## src/hdl/cbot_pkg.sv

```systemverilog
`timescale 1ns / 1ps

package cbot_pkg;

    localparam int TABLE_CARDS       = 4096;
    localparam int CARD_WORDS        = 64;
    localparam int REGION_POWERS     = 4;
    localparam int BACKSKIP_LOG_BASE = 3;

    localparam int CARD_BITS   = $clog2(TABLE_CARDS);
    localparam int HEAP_WORDS  = TABLE_CARDS * CARD_WORDS;
    localparam int WORD_BITS   = 18;
    localparam int END_BITS    = 19;
    localparam int ENTRY_BITS  = 8;
    localparam int REGION_BITS = (REGION_POWERS > 1) ? $clog2(REGION_POWERS) : 1;
    // smallest backskip power whose span reaches past every card index
    localparam int SKIP_POW_LIMIT = (CARD_BITS + BACKSKIP_LOG_BASE - 1) / BACKSKIP_LOG_BASE;

    localparam logic CMD_RECORD = 1'b0;
    localparam logic CMD_QUERY  = 1'b1;

    localparam logic [1:0] STATUS_OK         = 2'd0;
    localparam logic [1:0] STATUS_INVALID    = 2'd1;
    localparam logic [1:0] STATUS_BELOW_ZERO = 2'd2;

    typedef struct packed {
        logic                 command;
        logic [WORD_BITS-1:0] block_start_word;
        logic [END_BITS-1:0]  block_end_word;
        logic [WORD_BITS-1:0] query_word;
    } cbot_in_t;

    typedef struct packed {
        logic [WORD_BITS-1:0] found_start;
        logic [1:0]           status;
    } cbot_out_t;

    typedef enum logic [2:0] {
        S_CLEAR,
        S_IDLE,
        S_RECORD,
        S_READ,
        S_EVAL,
        S_DONE
    } cbot_state_t;

    typedef enum logic [2:0] {
        OP_IDLE,
        OP_CLEAR,
        OP_LOAD,
        OP_FILL,
        OP_EVAL
    } cbot_op_t;

    typedef struct packed {
        cbot_op_t op;
        logic     res_load;
    } cbot_cmd_t;

    typedef struct packed {
        logic clear_last;
        logic load_query;
        logic load_bad;
        logic fill_last;
        logic entry_skip;
        logic skip_fail;
    } cbot_stat_t;

    // region of a card lying gap cards past the offset card
    function automatic logic [REGION_BITS-1:0] region_of(input logic [CARD_BITS-1:0] gap);
        logic [REGION_BITS-1:0] r;
        r = '0;
        for (int i = 1; i < REGION_POWERS; i++)
        begin
            if ((BACKSKIP_LOG_BASE * i < CARD_BITS) &&
                ((gap >> (BACKSKIP_LOG_BASE * i)) != '0))
            begin
                r = REGION_BITS'(i);
            end
        end
        return r;
    endfunction

endpackage

```

## src/hdl/cbot_ctrl.sv

```systemverilog
`timescale 1ns / 1ps

module cbot_ctrl (
    input  logic                clk,
    input  logic                rst_n,
    input  logic                item_valid,
    output logic                item_stall,
    output logic                result_valid,
    input  logic                result_stall,
    input  cbot_pkg::cbot_stat_t stat,
    output cbot_pkg::cbot_cmd_t  cmd
);

    cbot_pkg::cbot_state_t state_reg, state_next;
    logic                  valid_reg, valid_next;
    logic                  slot_free;

    assign slot_free = !valid_reg || !result_stall;

    always_ff @(posedge clk or negedge rst_n)
    begin
        if (!rst_n)
        begin
            state_reg <= cbot_pkg::S_CLEAR;
            valid_reg <= 1'b0;
        end
        else
        begin
            state_reg <= state_next;
            valid_reg <= valid_next;
        end
    end

    always_comb
    begin
        state_next = state_reg;
        unique case (state_reg)
            cbot_pkg::S_CLEAR:
            begin
                if (stat.clear_last)
                begin
                    state_next = cbot_pkg::S_IDLE;
                end
            end
            cbot_pkg::S_IDLE:
            begin
                if (item_valid)
                begin
                    priority if (stat.load_bad)
                    begin
                        state_next = cbot_pkg::S_DONE;
                    end
                    else if (stat.load_query)
                    begin
                        state_next = cbot_pkg::S_READ;
                    end
                    else
                    begin
                        state_next = cbot_pkg::S_RECORD;
                    end
                end
            end
            cbot_pkg::S_RECORD:
            begin
                if (stat.fill_last)
                begin
                    state_next = cbot_pkg::S_DONE;
                end
            end
            cbot_pkg::S_READ:
            begin
                state_next = cbot_pkg::S_EVAL;
            end
            cbot_pkg::S_EVAL:
            begin
                if (stat.entry_skip && !stat.skip_fail)
                begin
                    state_next = cbot_pkg::S_READ;
                end
                else
                begin
                    state_next = cbot_pkg::S_DONE;
                end
            end
            cbot_pkg::S_DONE:
            begin
                if (slot_free)
                begin
                    state_next = cbot_pkg::S_IDLE;
                end
            end
            default:
            begin
                state_next = cbot_pkg::S_CLEAR;
            end
        endcase
    end

    always_comb
    begin
        cmd.op       = cbot_pkg::OP_IDLE;
        cmd.res_load = 1'b0;
        item_stall   = 1'b1;
        unique case (state_reg)
            cbot_pkg::S_CLEAR:
            begin
                cmd.op = cbot_pkg::OP_CLEAR;
            end
            cbot_pkg::S_IDLE:
            begin
                item_stall = 1'b0;
                if (item_valid)
                begin
                    cmd.op = cbot_pkg::OP_LOAD;
                end
            end
            cbot_pkg::S_RECORD:
            begin
                cmd.op = cbot_pkg::OP_FILL;
            end
            cbot_pkg::S_READ:
            begin
                cmd.op = cbot_pkg::OP_IDLE;
            end
            cbot_pkg::S_EVAL:
            begin
                cmd.op = cbot_pkg::OP_EVAL;
            end
            cbot_pkg::S_DONE:
            begin
                cmd.res_load = slot_free;
            end
            default:
            begin
                cmd.op = cbot_pkg::OP_IDLE;
            end
        endcase
    end

    always_comb
    begin
        priority if (cmd.res_load)
        begin
            valid_next = 1'b1;
        end
        else if (result_stall)
        begin
            valid_next = valid_reg;
        end
        else
        begin
            valid_next = 1'b0;
        end
    end

    assign result_valid = valid_reg;

endmodule

```

## config.mk

```make
export PLATFORM = sky130hd
export DESIGN_NAME = cbot_ctrl
export DESIGN_NICKNAME = d
export VERILOG_FILES = /design/src/hdl/cbot_pkg.sv /design/src/hdl/cbot_ctrl.sv
export SDC_FILE = /design/constraint.sdc
export NUM_CORES = 1
export LEC_CHECK = 0
export BUFFER_PORTS_ARGS = -buffer_cell sky130_fd_sc_hd__buf_2
export CAP_MARGIN = 30
export CORE_AREA = 4 4 41 43
export CTS_BUF_LIST = sky130_fd_sc_hd__clkbuf_16
export DETAILED_ROUTE_END_ITERATION = 10
export DIE_AREA = 0 0 45 47
export GPL_ROUTABILITY_DRIVEN = 0
export PLACE_DENSITY = 0.51
export SLEW_MARGIN = 10
export SYNTH_ARGS = -nofsm -noshare
export SYNTH_HDL_FRONTEND = slang
export SYNTH_SLANG_ARGS = --single-unit
export TNS_END_PERCENT = 50
```

## constraint.sdc

```tcl
create_clock -name clk -period 1.08 [get_ports clk]
set_input_delay 0.108 -clock clk [delete_from_list [all_inputs] [get_ports clk]]
set_output_delay 0.108 -clock clk [all_outputs]
set_load 0.005 [all_outputs]
```

==> out/results.tsv <==
stage	metric	value	unit
layout	ANT cells	0	
detailed_routing	Total Wirelength	951	µm
worst_hold_path	worst hold path class	input port to register	
clock_network	clk buf depth	2	
power	maximum vdd ir drop	0.00133	V
layout	Multi-input gate area	196	µm²
global_routing	GRT met1 Usage	0.101	
detailed_routing	DR vias/cell	4.70	
synth	synth warn	0	
timing	Final Hold Vio Count	0	
power	Static Leakage	0.290	nW
global_routing	GRT Max-Usage Layer	met2	
global_routing	initial antenna violation count	0	
worst_setup_path	worst r2r src	state_reg[2]$_DFFE_PN0P_	
worst_setup_path	startpoint types	register	
synth	Yosys cell types	18	
place	Buffers on Ports	15	
clock_network	clk sinks	4	
detailed_routing	Remaining DRCs	0	
layout	post-route insts no fill	76	
die	Core ar.	0.00130	mm²
layout	final-stage net count	73	
die	IO Pins	16	
synth	Synth Register Bits	4	
clock_network	clk root buf	clkbuf_16	
clock_network	CTS tree	yes	
synth	Gate Count Post-Synth	34	
clock_network	Clk pin slew, worst setup/hold paths	0.03	ns
global_routing	met2 usage	0.141	
global_routing	largest net degree at the start of global routing	7	
layout	max reg flops	3	
global_routing	first-pass GRT wire length	1300	µm
worst_hold_path	Worst Hold Launch	result_stall	
timing	Final Setup Violations	8	
layout	filler instances	123	
worst_setup_path	crit path DAT	1.19	ns
detailed_routing	drt first pass iters	4	
layout	Seq. cell area	101	µm²
place	Place WS	-0.0166	ns
layout	layout cell share with drive strength beyond 1	0.689	
timing	Final Max Slew Viols	0	
worst_hold_path	hold depth	3	
detailed_routing	first-iteration detailed-routing DRC count	12	
timing	RSZ-0062 raised after global routing	true	
layout	Syn-to-layout area delta	103	%
die	die area	0.00212	mm²
place	dpl cells	66	
timing	Final Cycle Share	1.21	
die	height of the die	47	µm
detailed_routing	routed len/inst	12.5	µm
timing	relative slew slack	0.829	
place	hpwl dp	643	µm
die	floorplan row count	13	
worst_hold_path	Min-Delay Endpoint	result_valid$_DFFE_PN0P_	
timing	Worst Setup Slack, final	-0.222	ns
worst_setup_path	Crit Path Max Fanout	3	
detailed_routing	via count	357	
worst_setup_path	crit end category	primary output	
timing	Slew @ Worst Pin	0.256	ns
global_routing	met3 usage	0.0307	
die	Initial Util	0.223	
outcome	run status	complete, but fails checks	
clock_network	H-tree levels	1	
worst_setup_path	R2R Setup Slk	-0.16	ns
synth	Seq/Total Area, Yosys	0.345	
worst_setup_path	Worst EP required	0.97	ns
power	pwr dens	3150	mW/mm²
worst_setup_path	Setup CP Type	register to primary output	
outcome	violated checks	setup timing	
global_routing	overflow left after global routing	0	
clock_network	Worst-Skew Late Latency	0.22	ns
timing	Peak Freq	768	MHz
synth	Post-Synthesis Cell Area	290	µm²
synth	Mapped Avg Cell Area	8.54	µm²
global_routing	GRT Total Usage	0.0903	
flow_run	max capacitance violation total	0	
worst_setup_path	r2r endpoint	state_reg[0]$_DFFE_PN0P_	
clock_network	CTS buffer count	3	
die	Die W	45	µm
global_routing	vias in the first global route	302	
timing	min Tclk post-route	1.30	ns
synth	Syn Nets	44	
timing	Worst Clk Skew	0.00223	ns
worst_setup_path	cells on worst reg2reg path	4	
detailed_routing	Routed Antenna Nets	0	
[kinds of logic after synthesis]
group                  synth area share
multiplexers                     0.0388
buffers and inverters             0.112
AO/OA/AOI/OAI                     0.228
flip-flops                        0.345
AND/OR/NAND/NOR                   0.276
[power by group]
part           switching (mW)  total, mW  internal [mW]
clock                  0.0931      0.565          0.472
combinational           0.392      0.987          0.596
sequential             0.0815      0.299          0.218
[metal layers]
metal	share of wire	vias to the layer above
met5	0	-
met4	0.026	0
met3	0.079	2
met2	0.47	19
met1	0.42	162
li1	-	174
[cell usage in the layout, fill, tap and decap left out]
cell	Yosys	final
nand2b_1	2	1
nand2b_4	0	1
nor2b_1	2	2
o22ai_2	1	1
buf_6	1	4
clkbuf_16	0	3
buf_2	2	14
nand3b_1	1	1
buf_4	1	9
a21oi_2	0	2
or3_4	1	1
nor2_1	3	1
o32ai_2	0	1
o41ai_2	0	1
nor2_2	0	2
o32ai_1	2	1
mux2_4	0	1
or3_1	1	1
inv_2	1	1
dfrtp_2	0	1
dfrtp_1	4	3
dlygate4sd3_1	0	1
a21oi_1	4	2
a22oi_1	1	1
nand2_1	5	5
[critical path: stages (launching register included)]
cell and delay (ns):
dfrtp_1 0.41, inv_2 0.06, or3_4 0.38, buf_6 0.13
[area by class of cell]
cell class,instances,area share
flip-flops and latches,4,0.172
well taps,15,0.0319
multi-input cells,25,0.334
clock buffers,3,0.128
repair buffers,28,0.328
inverters,1,0.00638
[worst max-delay path by stage]
stage / startpoint / slack [ns] / endpoint / cells after the start
global route: state_reg[0]$_DFFE_PN0P_ / -0.24 / item_stall / 3
detailed placement: state_reg[0]$_DFFE_PN0P_ / -0.02 / item_stall / 3
global placement: state_reg[0]$_DFFE_PN0P_ / -0.02 / item_stall / 3
CTS: state_reg[1]$_DFFE_PN0P_ / -0.20 / item_stall / 2
finish: state_reg[0]$_DFFE_PN0P_ / -0.22 / item_stall / 3
floorplan: state_reg[2]$_DFFE_PN0P_ / -0.03 / state_reg[0]$_DFFE_PN0P_ / 4
[repair_timing]
action,in CTS,in global routing
hold buffers,1,0
resized for setup,5,7
buffers inserted,4,2
pin swaps,2,4
hold endpoints to repair,4,0
endpoints found under the setup margin,6,8
[synthesized netlist by cell type (all sizes together)]
library cell | n | area, µm²
nor2 | 3 | 11.3
nor2b | 2 | 12.5
nand2b | 2 | 12.5
o22ai | 1 | 12.5
mux2 | 1 | 11.3
nand3b | 1 | 7.51
o32ai | 2 | 17.5
a22oi | 1 | 7.51
inv | 1 | 3.75
or3 | 2 | 17.5
nand2 | 5 | 18.8
a21oi | 4 | 20.0
buf | 4 | 28.8
dfrtp | 4 | 100
o41ai | 1 | 8.76
[through the flow]
stage | utilization | setup TNS, ns | power [mW] | area [µm²] | hold WS, ns
after floorplan | - | -0.0316 | 0.712 | 304 | -0.188
after global placement | 0.313 | -0.0248 | 0.928 | 408 | -0.0801
after detailed placement | 0.313 | -0.0309 | 0.926 | 408 | -0.0790
after CTS | 0.422 | -0.903 | 1.69 | 549 | 0.124
after global routing | 0.452 | -1.29 | 1.95 | 588 | 0.164
final | 0.452 | -1.01 | 1.85 | 588 | 0.123
(Power assumes the default switching activity.)
